===== src/rtl/b64e_pkg.sv =====
// ----------------------------------------------------------------------------
// b64e_pkg
// Shared types, constants and the sextet-to-character map of the Base64
// stream encoder.
// ----------------------------------------------------------------------------
`default_nettype none

package b64e_pkg;

  // group queue depth between front and back
  localparam int unsigned QueueDepth = 2;

  // alphabet anchors and padding
  localparam logic [7:0] CharUpperA = 8'h41;  // 'A'
  localparam logic [7:0] CharLowerA = 8'h61;  // 'a'
  localparam logic [7:0] CharDigit0 = 8'h30;  // '0'
  localparam logic [7:0] CharPlus   = 8'h2B;  // '+'
  localparam logic [7:0] CharSlash  = 8'h2F;  // '/'
  localparam logic [7:0] CharPad    = 8'h3D;  // '='

  localparam logic [5:0] SextetLower = 6'd26;
  localparam logic [5:0] SextetDigit = 6'd52;
  localparam logic [5:0] SextetPlus  = 6'd62;

  // one group of one to three bytes, left-aligned in 24 bits
  typedef struct packed {
    logic [23:0] bits;
    logic [1:0]  nbytes;  // 1..3
    logic        eom;
  } grp_t;

  // map a 6-bit value to its Base64 character
  function automatic logic [7:0] sextet_char(input logic [5:0] v);
    logic [7:0] c;
    priority if (v < SextetLower) begin
      c = CharUpperA + {2'b00, v};
    end else if (v < SextetDigit) begin
      c = CharLowerA + {2'b00, v - SextetLower};
    end else if (v < SextetPlus) begin
      c = CharDigit0 + {2'b00, v - SextetDigit};
    end else if (v == SextetPlus) begin
      c = CharPlus;
    end else begin
      c = CharSlash;
    end
    return c;
  endfunction

endpackage

`default_nettype wire


===== src/rtl/b64e_front.sv =====
// ----------------------------------------------------------------------------
// b64e_front
// Accepts message bytes, holds up to two pending bytes and pushes a full or
// end-of-message group into the group queue.
// ----------------------------------------------------------------------------
`default_nettype none

module b64e_front (
  input  wire logic         clk_i,
  input  wire logic         rst_ni,
  input  wire logic         in_valid_i,
  output logic              in_stall_o,
  input  wire logic [7:0]   data_byte_i,
  input  wire logic         end_of_message_i,
  input  wire logic         q_full_i,
  output logic              q_push_o,
  output b64e_pkg::grp_t    q_data_o
);
  import b64e_pkg::*;

  logic [7:0] pend_q [2];
  logic [1:0] count_q, count_d;
  logic       cnt_full;
  logic       need_push;
  logic       accept;

  // a held count of two (or the unreachable three) means a full group
  assign cnt_full   = count_q[1];
  assign need_push  = end_of_message_i | cnt_full;
  assign in_stall_o = q_full_i & need_push;
  assign accept     = in_valid_i & ~in_stall_o;
  assign q_push_o   = accept & need_push;

  // group assembly
  always_comb begin
    q_data_o.eom = end_of_message_i;
    unique case (count_q)
      2'd0: begin
        q_data_o.bits   = {data_byte_i, 16'h0000};
        q_data_o.nbytes = 2'd1;
      end
      2'd1: begin
        q_data_o.bits   = {pend_q[0], data_byte_i, 8'h00};
        q_data_o.nbytes = 2'd2;
      end
      default: begin
        q_data_o.bits   = {pend_q[0], pend_q[1], data_byte_i};
        q_data_o.nbytes = 2'd3;
      end
    endcase
  end

  // pending count
  always_comb begin
    count_d = count_q;
    if (accept) begin
      count_d = need_push ? 2'd0 : count_q + 2'd1;
    end
  end

  always_ff @(posedge clk_i or negedge rst_ni) begin
    if (!rst_ni) begin
      count_q <= 2'd0;
    end else begin
      count_q <= count_d;
    end
  end

  // pending byte store
  always_ff @(posedge clk_i) begin
    if (accept && !need_push) begin
      pend_q[count_q[0]] <= data_byte_i;
    end
  end

endmodule

`default_nettype wire


===== src/rtl/b64e_queue.sv =====
// ----------------------------------------------------------------------------
// b64e_queue
// Short first-in first-out queue of byte groups between front and back.
// ----------------------------------------------------------------------------
`default_nettype none

module b64e_queue #(
  parameter int unsigned Depth = b64e_pkg::QueueDepth
) (
  input  wire logic            clk_i,
  input  wire logic            rst_ni,
  input  wire logic            push_i,
  input  wire b64e_pkg::grp_t  push_data_i,
  output logic                 full_o,
  input  wire logic            pop_i,
  output b64e_pkg::grp_t       pop_data_o,
  output logic                 empty_o
);
  import b64e_pkg::*;

  localparam int unsigned PtrW = (Depth > 1) ? $clog2(Depth) : 1;
  localparam int unsigned CntW = $clog2(Depth + 1);
  localparam logic [PtrW-1:0] LastPtr = PtrW'(Depth - 1);
  localparam logic [CntW-1:0] FullCnt = CntW'(Depth);

  grp_t            mem_q [Depth];
  logic [PtrW-1:0] wr_ptr_q, wr_ptr_d;
  logic [PtrW-1:0] rd_ptr_q, rd_ptr_d;
  logic [CntW-1:0] cnt_q, cnt_d;
  logic            do_push, do_pop;

  assign full_o     = (cnt_q == FullCnt);
  assign empty_o    = (cnt_q == '0);
  assign do_push    = push_i & ~full_o;
  assign do_pop     = pop_i & ~empty_o;
  assign pop_data_o = mem_q[rd_ptr_q];

  // pointer and fill count update
  always_comb begin
    wr_ptr_d = wr_ptr_q;
    rd_ptr_d = rd_ptr_q;
    cnt_d    = cnt_q;
    if (do_push) begin
      wr_ptr_d = (wr_ptr_q == LastPtr) ? '0 : wr_ptr_q + PtrW'(1);
    end
    if (do_pop) begin
      rd_ptr_d = (rd_ptr_q == LastPtr) ? '0 : rd_ptr_q + PtrW'(1);
    end
    if (do_push && !do_pop) begin
      cnt_d = cnt_q + CntW'(1);
    end else if (do_pop && !do_push) begin
      cnt_d = cnt_q - CntW'(1);
    end
  end

  always_ff @(posedge clk_i or negedge rst_ni) begin
    if (!rst_ni) begin
      wr_ptr_q <= '0;
      rd_ptr_q <= '0;
      cnt_q    <= '0;
    end else begin
      wr_ptr_q <= wr_ptr_d;
      rd_ptr_q <= rd_ptr_d;
      cnt_q    <= cnt_d;
    end
  end

  // entry storage
  always_ff @(posedge clk_i) begin
    if (do_push) begin
      mem_q[wr_ptr_q] <= push_data_i;
    end
  end

endmodule

`default_nettype wire


===== src/rtl/b64e_back.sv =====
// ----------------------------------------------------------------------------
// b64e_back
// Takes groups from the queue and sends out four characters per group, one
// per cycle while out_stall_i is low, through an output register.
// ----------------------------------------------------------------------------
`default_nettype none

module b64e_back (
  input  wire logic            clk_i,
  input  wire logic            rst_ni,
  input  wire logic            q_empty_i,
  input  wire b64e_pkg::grp_t  q_data_i,
  output logic                 q_pop_o,
  output logic                 out_valid_o,
  input  wire logic            out_stall_i,
  output logic [7:0]           out_char_o,
  output logic                 last_char_o
);
  import b64e_pkg::*;

  grp_t       grp_q;
  logic       busy_q, busy_d;
  logic [1:0] idx_q, idx_d;
  logic       oval_q, oval_d;
  logic [7:0] char_q, char_d;
  logic       last_q, last_d;
  logic       adv, emit, last_emit;
  logic [5:0] sextet;

  // output register free or being taken this cycle
  assign adv       = ~oval_q | ~out_stall_i;
  assign emit      = busy_q & adv;
  assign last_emit = emit & (idx_q == 2'd3);
  assign q_pop_o   = ~q_empty_i & (~busy_q | last_emit);

  // sextet select for the current character
  always_comb begin
    unique case (idx_q)
      2'd0:    sextet = grp_q.bits[23:18];
      2'd1:    sextet = grp_q.bits[17:12];
      2'd2:    sextet = grp_q.bits[11:6];
      default: sextet = grp_q.bits[5:0];
    endcase
  end

  // sequencing and output register next state
  always_comb begin
    busy_d = busy_q;
    idx_d  = idx_q;
    oval_d = oval_q;
    char_d = char_q;
    last_d = last_q;
    if (adv) begin
      oval_d = emit;
    end
    if (emit) begin
      char_d = (idx_q > grp_q.nbytes) ? CharPad : sextet_char(sextet);
      last_d = last_emit & grp_q.eom;
      idx_d  = idx_q + 2'd1;
    end
    if (q_pop_o) begin
      busy_d = 1'b1;
      idx_d  = 2'd0;
    end else if (last_emit) begin
      busy_d = 1'b0;
    end
  end

  always_ff @(posedge clk_i or negedge rst_ni) begin
    if (!rst_ni) begin
      busy_q <= 1'b0;
      idx_q  <= 2'd0;
      oval_q <= 1'b0;
    end else begin
      busy_q <= busy_d;
      idx_q  <= idx_d;
      oval_q <= oval_d;
    end
  end

  // payload registers
  always_ff @(posedge clk_i) begin
    char_q <= char_d;
    last_q <= last_d;
    if (q_pop_o) begin
      grp_q <= q_data_i;
    end
  end

  assign out_valid_o = oval_q;
  assign out_char_o  = char_q;
  assign last_char_o = last_q;

endmodule

`default_nettype wire


===== src/rtl/base64_stream_encoder.sv =====
// ----------------------------------------------------------------------------
// base64_stream_encoder
// Byte stream in, Base64 (standard alphabet, '=' padded) character stream out.
//
// Input channel: in_valid_i / in_stall_o with data_byte_i and
// end_of_message_i. A transfer happens at an edge with valid high and stall
// low. Three bytes, or up to three ending in end_of_message, form a group.
// Output channel: out_valid_o / out_stall_i with out_char_o and last_char_o;
// each group yields four characters, last_char_o marks the fourth character
// of a message's final group.
// The first character of a group is taken from the queue entry into the
// group register and then into the output register. The back end sends one
// character per cycle while the receiver does not stall; input bytes are
// taken one per cycle until the group queue (QueueDepth groups) fills, and
// the sustained rate is set by the one-character output register, which
// sends four characters for every group.
// When the receiver stalls, the output holds, the queue fills and then only
// bytes that close a group are stalled. Reset empties the pending byte count,
// the queue and the output register.
// ----------------------------------------------------------------------------
`default_nettype none

module base64_stream_encoder #(
  parameter int unsigned QueueDepth = b64e_pkg::QueueDepth
) (
  input  wire logic       clk_i,
  input  wire logic       rst_ni,
  input  wire logic       in_valid_i,
  output logic            in_stall_o,
  input  wire logic [7:0] data_byte_i,
  input  wire logic       end_of_message_i,
  output logic            out_valid_o,
  input  wire logic       out_stall_i,
  output logic [7:0]      out_char_o,
  output logic            last_char_o
);
  import b64e_pkg::*;

  grp_t push_data, pop_data;
  logic push, full, pop, empty;

  // byte intake and group assembly
  b64e_front u_front (
    .clk_i            (clk_i),
    .rst_ni           (rst_ni),
    .in_valid_i       (in_valid_i),
    .in_stall_o       (in_stall_o),
    .data_byte_i      (data_byte_i),
    .end_of_message_i (end_of_message_i),
    .q_full_i         (full),
    .q_push_o         (push),
    .q_data_o         (push_data)
  );

  // group queue
  b64e_queue #(
    .Depth (QueueDepth)
  ) u_queue (
    .clk_i       (clk_i),
    .rst_ni      (rst_ni),
    .push_i      (push),
    .push_data_i (push_data),
    .full_o      (full),
    .pop_i       (pop),
    .pop_data_o  (pop_data),
    .empty_o     (empty)
  );

  // character output
  b64e_back u_back (
    .clk_i       (clk_i),
    .rst_ni      (rst_ni),
    .q_empty_i   (empty),
    .q_data_i    (pop_data),
    .q_pop_o     (pop),
    .out_valid_o (out_valid_o),
    .out_stall_i (out_stall_i),
    .out_char_o  (out_char_o),
    .last_char_o (last_char_o)
  );

endmodule

`default_nettype wire

===== config.mk =====
export PLATFORM = sky130hd
export DESIGN_NAME = base64_stream_encoder
export DESIGN_NICKNAME = d
export VERILOG_FILES = /design/src/rtl/b64e_pkg.sv /design/src/rtl/b64e_front.sv /design/src/rtl/b64e_queue.sv /design/src/rtl/b64e_back.sv /design/src/rtl/base64_stream_encoder.sv
export SDC_FILE = /design/constraint.sdc
export NUM_CORES = 1
export LEC_CHECK = 0
export BUFFER_PORTS_ARGS = -buffer_cell sky130_fd_sc_hd__buf_2
export CAP_MARGIN = 10
export CORE_AREA = 2 2 95 142
export CTS_CLUSTER_SIZE = 8
export DETAILED_ROUTE_END_ITERATION = 12
export DIE_AREA = 0 0 97 144
export REMOVE_ABC_BUFFERS = 1
export SLEW_MARGIN = 0
export SYNTH_ARGS = -nofsm -noshare
export SYNTH_HDL_FRONTEND = slang
export SYNTH_SLANG_ARGS = --single-unit

===== constraint.sdc =====
create_clock -name clk_i -period 4.6 [get_ports clk_i]
set_clock_uncertainty 0.2 [all_clocks]
set_input_delay 0 -clock clk_i [delete_from_list [all_inputs] [get_ports clk_i]]
set_output_delay 0 -clock clk_i [all_outputs]
set_load 0.05 [all_outputs]

; After elaboration in Yosys (flattened, before gate mapping)
; Memory sizes are Yosys's and may differ from the RTL's. A register that Yosys moved wholly into a read port is not among the register bits.
; Cells that the tools add are included.
[totals]
n_memories = 2
register_bits = 19
mem_bits_rw = 70
elab_cells = 81
[classes]
n_addsub = 11
n_bitwise = 18
n_eq_ne = 6
n_lt_le_gt_ge = 4
n_mux = 19
n_reduce_logical = 12
[mem_list]
columns = memory, depth, word_bits, read_ports, rd_clocked_by_memory_dff, write_ports, line_no
row1 = u_queue.mem_q, 2, 27, 1, 1, 1, b64e_queue.sv:26  ; grp_t mem_q [Depth];
row2 = u_front.pend_q, 2, 8, 2, 0, 1, b64e_front.sv:21  ; logic [7:0] pend_q [2];
[ops]
columns = op, count
row1 = one-hot mux 26 bit (2 select lines), 1
row2 = 2-to-1 mux 8 bit, 3
row3 = one-hot mux 6 bit (3 select lines), 1
row4 = adder 7 x 6 -> 8 bit (first input constant), 2
row5 = < comparator 6 bit (second input constant), 2
row6 = 2-to-1 mux 2 bit, 5
row7 = bitwise AND 1 bit, 9
row8 = 2-to-1 mux 1 bit, 8
row9 = adder 6 x 6 -> 7 bit (first input constant), 1
row10 = adder 2 x 1 -> 2 bit (second input constant), 3
row11 = equality test 2 bit (second input constant), 3
row12 = equality test 6 bit (second input constant), 1
row13 = logical NOT 2 bit, 3
row14 = < comparator 6 x 5 -> 1 bit (second input constant), 1
row15 = inverter 1 bit, 6
row16 = nonzero test 2 bit, 3
row17 = subtractor 6 x 5 -> 6 bit (second input constant), 1
row18 = subtractor 6 bit (second input constant), 1
row19 = equality test 2 x 1 -> 1 bit (second input constant), 2
row20 = logical AND 1 bit, 3
row21 = logical NOT 1 bit, 3
row22 = 2-to-1 mux 3 bit, 1
row23 = bitwise OR 1 bit, 3
row24 = adder 1 bit (second input constant), 2
row25 = other kinds (2), 2

; Longest topological paths before layout
; Gate-level depths: netlist of the first run.
[logic_depth]
word_depth = 10
depth_mapped = 13
ltp_nobuf = 12

; Modules after synthesis
; A second synthesis of the first run with hierarchy kept.
[hier_totals]
hier_cells = 348
hier_area_um2 = 5307.6
[modules_own_cells]
columns = mod, area_each_um2, cells_each, instances, seq_area_each_um2
row1 = b64e_queue, 2244.7, 103, 1, 1721.7
row2 = b64e_back, 2094.5, 163, 1, 1181.1
row3 = b64e_front, 968.4, 82, 1, 530.5

; Worst setup path after synthesis of the first run
; No wires, ideal clock.
[synth_path]
kind = reg2reg
start = register u_back.oval_q (netlist: u_back.out_valid_o)
end = register u_queue.cnt_q[1]
synth_period_minus_slack_ns = 4.107
setup_slack_ns = 0.493
required_time_ns = 4.321
stages_incl_launch_ff = 9
t_arrival_ns = 3.827
path_cell_list = dfrtp_1 a21boi_1 nand2_1 a21oi_1 inv_1 ha_1 xor2_1 nor2_1 xor2_1
[synth_between]
elab_chain_cells = 10
word_cells_on_any_way = 12
[synth_lines]
columns = item, line_no
row1 = "start, declared", b64e_back.sv:24  ; logic oval_q, oval_d;
row2 = "start signal, assigned", b64e_back.sv:77  ; oval_q <= oval_d;
row3 = inverter 1 bit *, b64e_back.sv:31  ; assign adv = ~oval_q | ~out_stall_i;
row4 = bitwise OR 1 bit *, b64e_back.sv:31
row5 = bitwise AND 1 bit *, b64e_back.sv:32  ; assign emit = busy_q & adv;
row6 = named net u_back.emit, b64e_back.sv:27  ; logic adv, emit, last_emit;
row7 = bitwise AND 1 bit *, b64e_back.sv:33  ; assign last_emit = emit & (idx_q == 2'd3);
row8 = bitwise OR 1 bit *, b64e_back.sv:34  ; assign q_pop_o = ~q_empty_i & (~busy_q | last_emit);
row9 = bitwise AND 1 bit *, b64e_back.sv:34
row10 = named net pop, base64_stream_encoder.sv:40  ; logic push, full, pop, empty;
row11 = bitwise AND 1 bit *, b64e_queue.sv:35  ; assign do_pop = pop_i & ~empty_o;
row12 = logical NOT 1 bit, b64e_queue.sv:49  ; if (do_push && !do_pop) begin
row13 = logical AND 1 bit, b64e_queue.sv:49
row14 = 2-to-1 mux 2 bit or nonzero test 2 bit (tied branches), n/a
row15 = "end signal, assigned", b64e_queue.sv:64  ; cnt_q <= cnt_d;
row16 = "end, declared", b64e_queue.sv:29  ; logic [CntW-1:0] cnt_q, cnt_d;
; Mark *: on every way through the listed nets, which the timed path passes. The rest lies on a longest branch.
; A chain may end at the register's enable or synchronous reset.

; Worst setup path in the final report of the first run
[layout_path]
start = register u_back.idx_q[1]
end = register u_back.char_q[4] (netlist: u_back.out_char_o[4]) (data pin)
[layout_between]
elab_chain_cells = 7
word_cells_on_any_way = 16
[layout_lines]
columns = item, line_no
row1 = "start, declared", b64e_back.sv:23  ; logic [1:0] idx_q, idx_d;
row2 = "start signal, assigned", b64e_back.sv:76  ; idx_q <= idx_d;
row3 = "equality test 2 bit, or another cell as far along", b64e_back.sv:38  ; unique case (idx_q)
row4 = one-hot mux 6 bit (3 select lines), b64e_back.sv:38
row5 = subtractor 6 bit, b64e_pkg.sv:40  ; c = CharDigit0 + {2'b00, v - SextetDigit};
row6 = adder 6 x 6 -> 7 bit, b64e_pkg.sv:40
row7 = 2-to-1 mux 8 bit, b64e_pkg.sv:39  ; end else if (v < SextetPlus) begin
row8 = 2-to-1 mux 8 bit, b64e_pkg.sv:37  ; end else if (v < SextetDigit) begin
row9 = 2-to-1 mux 8 bit, b64e_pkg.sv:35  ; priority if (v < SextetLower) begin
row10 = "end signal, assigned", b64e_back.sv:83  ; char_q <= char_d;
row11 = "end, declared", b64e_back.sv:25  ; logic [7:0] char_q, char_d;
; Several ways; a longest one is shown, not always the timed one.

==> impl_metrics.csv, run 1 <==
group,metric,value,unit
floorplanning,die_height,144,um
clock_network,htreeDepth,4,
final_layout,nets,417,
power,p_leak,2.27,nW
synth,ys_types,52,
final_layout,drive_gt1_share,24.9,%
synth,syn_avg_cell_area,15.2,um^2
synth,synth-seq-cells,116,
route,detail_route.wl_per_cell,15.8,um
timing,fin_crit,3.69,ns
route,drt-total-wl,8.78,mm
global_routing,grt_pass1_vias,2873,
timing,slew-limit-headroom,20.9,%
clock_network,cts_tree,"done",
global_routing,grt_pass1_wl,14.4,mm
synth,yosys_warnings,0,
clock_network,cts_sinks,116,
global_routing,grt_use_total,13.5,%
synth,ys_async_sr_fraction,8.62,%
synth,seq_area_frac_synth,67.3,%
timing,hold_violations,0,
placed_design,place_ws,0.979,ns
final_layout,synthToLayoutAreaGrowth,20.9,%
route,first_iter_violations,136,
outcome,status,"finished, final reports clean",
floorplanning,io-pin-count,24,
worst_setup_path,cp-end-kind,"flop",
timing,setup_tns,0,ns
power,power.density,811,mW/mm^2
global_routing,grt_max_degree,32,
final_layout,num_antenna_cells,0,
placed_design,place_area,0.00540,mm^2
timing,post-route-period-util,80.3,%
floorplanning,rows,51,
placed_design,port_buffers,23,
timing,max_freq,271,MHz
placed_design,dpl.hpwl,6.02,mm
clock_network,insertion_delay,0.41,ns
synth,synthCells,336,
synth,synth_area_leaders,"edfxtp_1 (62%), mux2_2 (6.0%), dfrtp_1 (4.9%)",
power,peakVddDrop,282,uV
floorplanning,dieArea,0.0140,mm^2
synth,ys.flop_type,"edfxtp_1",
floorplanning,die_w,97,um
synth,synth_area,0.00510,mm^2
route,drc,0,
clock_network,path_clk_slew,0.06,ns
timing,finalSetupViolations,0,
route,via_count,2848,
placed_design,place_congestion,0.870,
route,drtPass1Iterations,7,
worst_setup_path,required,4.54,ns
clock_network,numCtsBuffers,17,
worst_setup_path,crit_type,"reg2reg",
final_layout,final.fill_count,1063,
clock_network,ctsRootBufferMaster,"clkbuf_16",
final_layout,final_common_cell,"edfxtp_1",
floorplanning,core-area,0.0128,mm^2
global_routing,antenna_found_initial,0,
worst_setup_path,start_kind,"flop",
timing,rsz0062_at_grt,"no",
worst_setup_path,path_max_fanout,13,
timing,worst_slack,0.907,ns
route,route.antenna.remaining_nets,0,
timing,tightestPinTransition,1.19,ns
floorplanning,initial_utilization,39.8,%
clock_network,cts_max_path_buffers,2,
run,maxCapViolCount,0,
worst_setup_path,arrival,3.64,ns
synth,synth_enable_flop_cells,106,
synth,synth_top_cell_by_area,"edfxtp_1",
synth,synth_top_area_share,62.4,%
final_layout,finalInstanceArea,0.00617,mm^2
final_layout,most-common-layout-cells,"edfxtp_1 (106), mux2_2 (27), buf_2 (23)",
global_routing,overflow,0,
timing,drv_slew,0,
route,via_per_inst,5.11,
hold_path,hold_class,"in2reg",
[where the power goes]
part	switching [W]	leakage [nW]	internal (W)	total (W)
Combinational	0.00115	0.874	0.000738	0.00189
Sequential	0.000136	1.09	0.00157	0.00170
Clock	0.000460	0.302	0.000957	0.00142
Total	0.00175	2.27	0.00326	0.00501
[synthesized netlist by cell type (2+ instances only)]
master and count:
xor2_1 4, a21oi_1 12, nand2b_1 5, buf_4 2, a22o_1 19, ha_1 19, nor2_1 17, and2_1 10
or3_1 3, clkbuf_1 5, o22ai_1 2, o31ai_1 2, a222oi_1 3, o21a_1 2, nand3_1 3, dfrtp_1 10
mux2i_1 3, a22oi_2 2, inv_2 3, a221oi_1 2, inv_1 15, buf_1 2, o21ai_0 5, xnor2_1 6
clkinv_1 2, mux2_2 27, a211oi_1 2, a22oi_1 4, nand2_1 14, edfxtp_1 106, nor3_1 4
[timing repair]
action                                 in CTS  in global routing
endpoints found under the hold margin      90                  0
resized for setup                           0                  0
setup endpoints to repair                   0                  0
buffers inserted                            0                  0
hold buffers                               13                  0
[final cells by class]
cell class	count	area [um^2]	area share (%)
sequential	116	3430	55.6
multi-input combinational	190	1550	25.1
clock buffer	18	429	6.96
timing repair buffer	40	275	4.46
clock inverter	14	208	3.37
tap	159	199	3.22
inverter	20	75.1	1.22
[per-layer routing]
layer | wire length (um) | up-vias | global-route usage (%)
met3 | 261 | 28 | 4.20
met2 | 4700 | 65 | 24.3
li1 | - | 1384 | -
met5 | 0 | - | 0
met1 | 3490 | 1371 | 13.9
met4 | 323 | 0 | 7.86
[path summary, 6_finish.rpt]
kind	slack (ns)	cells after the start	to	startpoint
worst max-delay path	0.91	8	u_back.out_char_o[4]$_SDFFCE_PN1P_	u_back.idx_q[1]$_DFFE_PN0P_
worst min-delay path	0.15	3	u_back.out_valid_o$_DFFE_PN0N_	out_stall_i
worst max register to register	0.91	8	u_back.out_char_o[4]$_SDFFCE_PN1P_	u_back.idx_q[1]$_DFFE_PN0P_
worst min register to register	0.30	1	u_queue.cnt_q[1]$_DFFE_PN0P_	u_queue.cnt_q[1]$_DFFE_PN0P_
max in group asynchronous	3.44	3	u_back.idx_q[1]$_DFFE_PN0P_	rst_ni
min in group asynchronous	0.41	3	u_back.out_valid_o$_DFFE_PN0N_	rst_ni
[worst max-delay path, stage by stage (launching register included)]
cell      delay (ns)
dfrtp_1         0.44
ha_1            0.51
mux2i_1         0.91
ha_1            0.40
nand2b_1        0.20
or3_1           0.34
a21oi_1         0.22
o21a_1          0.16
o31ai_1         0.06
[per-stage QoR]
| step | power (W) | utilization, % | instances | hold slack, ns |
|---|---|---|---|---|
| floorplan | 0.00316 | - | 326 | -0.496 |
| global placement | 0.00355 | 42.1 | 512 | -0.318 |
| detailed placement | 0.00360 | 42.1 | 512 | -0.314 |
| CTS | 0.00504 | 48.1 | 557 | 0.139 |
| global route | 0.00531 | 48.1 | 557 | 0.162 |
| finish | 0.00501 | 48.1 | 557 | 0.147 |
[registers in the layout (all words and copies together) (netlist names)]
register / cells
u_back.out_char_o: 8
u_queue.rd_ptr_q: 1
u_back.idx_q: 2
u_queue.cnt_q: 2
u_queue.mem_q: 54
u_front.pend_q: 16
u_back.last_char_o: 1
u_back.grp_q: 27
u_queue.wr_ptr_q: 1
u_back.busy_q: 1
u_front.count_q: 2
u_back.out_valid_o: 1
[cells by family after synthesis]
kind of cell | Yosys count | share of synthesized area [%]
compound gates | 64 | 9.93
xor+xnor | 11 | 2.04
buf+inv | 30 | 2.50
mux | 31 | 6.84
fa+ha+maj | 20 | 4.88
simple gates | 64 | 6.52
flops | 116 | 67.3
No activity file was read; power rests on OpenSTA's default activity.
==> inputs of run 2 (changes only) <==
==> constraint.sdc (replaced) <==
create_clock -name clk_i -period 3.6 [get_ports clk_i]
set_clock_uncertainty 0.2 [all_clocks]
set_input_delay 0 -clock clk_i [delete_from_list [all_inputs] [get_ports clk_i]]
set_output_delay 0 -clock clk_i [all_outputs]
set_load 0.05 [all_outputs]
==> impl_metrics.csv, run 2 (same netlist as run 1, synthesis figures left out) <==
group,metric,value,unit
clock_network,cts_sinks,116,
worst_setup_path,crit_chain,"ha_1 -> mux2i_1 -> ha_1 -> nand2b_1 -> or3_1 -> a21oi_1 -> nor3_1 -> o31ai_1",
power,power.density,1040,mW/mm^2
placed_design,dpl.hpwl,5.82,mm
worst_setup_path,cp-end-kind,"flop",
final_layout,stdcell_count,558,
global_routing,antenna_found_initial,0,
clock_network,numCtsBuffers,17,
route,drtPass1Iterations,5,
clock_network,htreeDepth,4,
final_layout,num_antenna_cells,0,
worst_setup_path,cpMostUsedCell,"ha_1",
timing,finalSetupViolations,0,
placed_design,place_ws,0.350,ns
route,via_count,2774,
final_layout,nets,418,
clock_network,ctsRootBufferMaster,"clkbuf_16",
final_layout,synthToLayoutAreaGrowth,21.5,%
final_layout,largest_reg_flops,54,
floorplanning,dieArea,0.0140,mm^2
final_layout,most-common-layout-cells,"edfxtp_1 (106), mux2_2 (27), buf_2 (23)",
placed_design,dp_cells,513,
hold_path,hold_class,"in2reg",
placed_design,place_area,0.00541,mm^2
worst_setup_path,max_stage_delay,0.62,ns
worst_setup_path,cp_slowest_cell,"mux2i_1",
timing,rsz0062_at_grt,"no",
clock_network,path_clk_slew,0.05,ns
floorplanning,initial_utilization,39.8,%
global_routing,grt_max_degree,31,
global_routing,grt_pass1_vias,2916,
timing,post-route-period-util,91.3,%
floorplanning,io-pin-count,24,
route,detail_route.wl_per_cell,15.2,um
timing,hold_violations,0,
clock_network,cts_max_path_buffers,2,
power,peakVddDrop,419,uV
timing,worst_slack,0.313,ns
timing,fin_crit,3.29,ns
worst_setup_path,start_kind,"flop",
placed_design,place_congestion,0.937,
route,route.antenna.remaining_nets,0,
route,via_per_inst,4.97,
clock_network,cts_tree,"done",
timing,slew-limit-headroom,22.5,%
placed_design,port_buffers,23,
floorplanning,die_height,144,um
floorplanning,rows,51,
global_routing,grt_use_total,13.0,%
run,maxCapViolCount,0,
floorplanning,core-area,0.0128,mm^2
clock_network,insertion_delay,0.40,ns
route,first_iter_violations,131,
timing,drv_slew,0,
final_layout,drive_gt1_share,25.1,%
timing,tightestPinTransition,1.16,ns
route,drt-total-wl,8.46,mm
final_layout,final_util,48.3,%
worst_setup_path,arrival,3.32,ns
global_routing,overflow,0,
timing,max_freq,304,MHz
worst_setup_path,crit_type,"reg2reg",
power,p_leak,2.29,nW
final_layout,top_register,"u_queue.mem_q",
floorplanning,die_w,97,um
final_layout,final_common_cell,"edfxtp_1",
route,drc,0,
clock_network,post-cts-setup-buffer-count,0,
worst_setup_path,required,3.63,ns
final_layout,finalInstanceArea,0.00620,mm^2
worst_setup_path,cp_num_buf_inv,0,
timing,whs,0.161,ns
worst_setup_path,critPathTopFamily,"adder cells",
global_routing,grt_pass1_wl,14.1,mm
outcome,status,"finished, final reports clean",
worst_setup_path,path_max_fanout,10,
run 2: changes by cell type in the layout (fill, tap and decap cells not counted), sizes merged:
cell	change
clkinvlp	-2
bufinv	+1
clkinv	+1
buf	+1
run 2: what timing repair did:
action                                 CTS  global route
endpoints found under the hold margin   92             0
resized for setup                        0             0
hold buffers                            13             0
run 2: area by class of cell:
| cell class | instances | area [um^2] |
|---|---|---|
| Inverter | 20 | 75.1 |
| Multi-Input combinational cell | 190 | 1550 |
| Fill cell | 1086 | 6630 |
| Clock inverter | 14 | 231 |
| Tap cell | 159 | 199 |
| Clock buffer | 18 | 429 |
| Timing Repair Buffer | 41 | 283 |
| Sequential cell | 116 | 3430 |
run 2: power breakdown:
part           switching [W]  internal (W)
clock               0.000571       0.00129
sequential          0.000165       0.00200
combinational        0.00147      0.000962
total                0.00221       0.00426
run 2: through the flow:
step,total power (W),setup TNS [ns]
finish,0.00646,0
global route,0.00687,0
CTS,0.00652,0
detailed placement,0.00462,0
global placement,0.00456,0
floorplan,0.00404,-3.31
run 2: path summary, 6_finish.rpt:
path	slack [ns]	startpoint	to	cells past startpoint
hold / removal	0.16	out_stall_i	u_back.out_valid_o$_DFFE_PN0N_	3
hold reg to reg	0.30	u_queue.cnt_q[1]$_DFFE_PN0P_	u_queue.cnt_q[1]$_DFFE_PN0P_	1
setup / recovery	0.31	u_back.idx_q[0]$_DFFE_PN0P_	u_back.out_char_o[4]$_SDFFCE_PN1P_	8
min in group asynchronous	0.42	rst_ni	u_back.busy_q$_DFFE_PN0P_	3
setup reg to reg	0.31	u_back.idx_q[0]$_DFFE_PN0P_	u_back.out_char_o[4]$_SDFFCE_PN1P_	8
max in group asynchronous	2.44	rst_ni	u_back.idx_q[0]$_DFFE_PN0P_	3
run 2: worst min-delay path, stage by stage:
cell           delay (ns)
dlygate4sd3_1        0.52
buf_2                0.11
a21o_1               0.10
run 2: layer usage:
metal / global-route usage (%) / vias to the layer above / wire (um)
met4: 5.71 / 0 / 144
met1: 13.4 / 1340 / 3350
met5: 0 / - / 0
met3: 4.11 / 9 / 199
li1: - / 1385 / -
met2: 24.3 / 40 / 4770
==> inputs of run 3 (changes only) <==
--- a/config.mk
+++ b/config.mk
@@ -8,6 +8,7 @@
 export BUFFER_PORTS_ARGS = -buffer_cell sky130_fd_sc_hd__buf_2
 export CAP_MARGIN = 10
 export CORE_AREA = 2 2 95 142
+export CTS_BUF_LIST = sky130_fd_sc_hd__clkbuf_4 sky130_fd_sc_hd__clkbuf_8
 export CTS_CLUSTER_SIZE = 8
 export DETAILED_ROUTE_END_ITERATION = 12
 export DIE_AREA = 0 0 97 144
==> impl_metrics.csv, run 3 (same netlist as run 1, synthesis figures left out) <==
group,metric,value,unit
final_layout,nets,418,
timing,worst_slack,0.333,ns
timing,post-route-period-util,90.7,%
route,via_count,2804,
placed_design,place_congestion,0.937,
route,drc,0,
placed_design,dp_cells,513,
hold_path,hold_class,"in2reg",
route,via_per_inst,5.03,
power,finalPower,0.00601,W
global_routing,grt_use_total,12.9,%
worst_setup_path,crit_type,"reg2reg",
clock_network,numCtsBuffers,17,
clock_network,path_clk_slew,0.07,ns
placed_design,port_buffers,23,
floorplanning,die_w,97,um
placed_design,dpl.hpwl,5.82,mm
floorplanning,rows,51,
run,maxCapViolCount,0,
worst_setup_path,start_kind,"flop",
timing,whs,0.136,ns
clock_network,cts_tree,"done",
worst_setup_path,cp-end-kind,"flop",
timing,tightestPinTransition,1.17,ns
outcome,status,"finished, final reports clean",
timing,slew-limit-headroom,21.7,%
floorplanning,initial_utilization,39.8,%
clock_network,ctsRootBufferMaster,"clkbuf_8",
worst_setup_path,path_max_fanout,10,
timing,max_freq,306,MHz
final_layout,final.fill_count,1108,
power,peakVddDrop,380,uV
final_layout,drive_gt1_share,25.3,%
final_layout,stdcell_count,558,
final_layout,most-common-layout-cells,"edfxtp_1 (106), mux2_2 (27), buf_2 (23)",
final_layout,final_common_cell,"edfxtp_1",
route,route.antenna.remaining_nets,0,
timing,finalSetupViolations,0,
global_routing,antenna_found_initial,0,
global_routing,grt_pass1_wl,13.9,mm
global_routing,grt_pass1_vias,2925,
clock_network,insertion_delay,0.43,ns
clock_network,post_cts_resized,0,
placed_design,place_ws,0.350,ns
timing,hold_violations,0,
clock_network,cts_max_path_buffers,2,
route,first_iter_violations,135,
clock_network,cts_sinks,116,
worst_setup_path,max_stage_delay,0.61,ns
power,p_leak,2.21,nW
timing,fin_crit,3.27,ns
final_layout,num_antenna_cells,0,
timing,rsz0062_at_grt,"no",
route,drtPass1Iterations,6,
floorplanning,dieArea,0.0140,mm^2
final_layout,largest_reg_flops,54,
final_layout,synthToLayoutAreaGrowth,17.9,%
global_routing,gr-usage-met2,23.6,%
worst_setup_path,cpMostUsedCell,"ha_1",
worst_setup_path,cp_slowest_cell,"mux2i_1",
global_routing,met3_usage,4.16,%
global_routing,met1_usage,13.0,%
global_routing,overflow,0,
timing,drv_slew,0,
final_layout,top_register,"u_queue.mem_q",
worst_setup_path,required,3.66,ns
route,detail_route.wl_per_cell,15.1,um
worst_setup_path,crit_chain,"ha_1 -> mux2i_1 -> ha_1 -> nand2b_1 -> or3_1 -> a21oi_1 -> nor3_1 -> o31ai_1",
floorplanning,die_height,144,um
worst_setup_path,arrival,3.32,ns
power,power.density,1000,mW/mm^2
route,drt-total-wl,8.45,mm
floorplanning,core-area,0.0128,mm^2
global_routing,globalRoute.busiestLayer,"met2",
clock_network,htreeDepth,4,
floorplanning,io-pin-count,24,
global_routing,grt_max_degree,31,
[run 3: changes by cell type in the layout (fill, tap and decap cells not counted)]
cell       previous run  this run
clkbuf_1              1         0
clkbuf_16            17         0
clkbuf_4              0         1
clkbuf_8              0        17
[run 3: what timing repair did]
| item | CTS | global route |
|---|---|---|
| hold endpoints to repair | 108 | 0 |
| endpoints found under the setup margin | 0 | 0 |
| buffers inserted | 0 | 0 |
| hold buffers | 13 | 0 |
[run 3: final timing paths]
path / start / endpoint / slack, ns / cells past startpoint
min: data_byte_i[0] / u_front.pend_q[1][0]$_DFFE_PP_ / 0.14 / 2
max in group asynchronous: rst_ni / u_back.idx_q[0]$_DFFE_PN0P_ / 2.47 / 3
max reg2reg: u_back.idx_q[0]$_DFFE_PN0P_ / u_back.out_char_o[4]$_SDFFCE_PN1P_ / 0.33 / 8
min in group asynchronous: rst_ni / u_back.idx_q[1]$_DFFE_PN0P_ / 0.39 / 3
max: u_back.idx_q[0]$_DFFE_PN0P_ / u_back.out_char_o[4]$_SDFFCE_PN1P_ / 0.33 / 8
min reg2reg: u_queue.cnt_q[1]$_DFFE_PN0P_ / u_queue.cnt_q[1]$_DFFE_PN0P_ / 0.30 / 1
[run 3: critical path: cells and delay by family (launching register included)]
family          cells  cell delay [ns]
mux                 1             0.61
simple gates        3             0.59
fa+ha+maj           2             0.85
flops               1             0.43
compound gates      2             0.41
[run 3: area by class of cell]
type	instances	area (um^2)	share of cell area [%]
clock buffer	18	241	4.02
clock inverter	14	231	3.85
inverter	20	75.1	1.25
multi-input combinational	190	1550	25.8
sequential	116	3430	57.1
tap	159	199	3.31
timing repair buffer	41	283	4.70
[run 3: report_power, final]
| group | internal, W | switching, W | total (W) | leakage, nW |
|---|---|---|---|---|
| sequential | 0.00200 | 0.000165 | 0.00216 | 1.09 |
| combinational | 0.000962 | 0.00147 | 0.00243 | 0.879 |
| clock | 0.000900 | 0.000518 | 0.00142 | 0.236 |
| total | 0.00386 | 0.00216 | 0.00601 | 2.21 |
[run 3: per-stage QoR]
stage / instance area [um^2] / TNS [ns] / utilization (%)
after floorplan: 5050 / -3.31 / -
after global placement: 5410 / 0 / 42.2
after detailed placement: 5410 / 0 / 42.2
after CTS: 6010 / 0 / 46.9
after global routing: 6010 / 0 / 46.9
final: 6010 / 0 / 46.9
[run 3: layer usage]
| layer | vias to the layer above | routed length [um] |
|---|---|---|
| li1 | 1385 | - |
| met1 | 1340 | 3290 |
| met4 | 0 | 231 |
| met3 | 20 | 288 |
| met5 | - | 0 |
| met2 | 59 | 4640 |
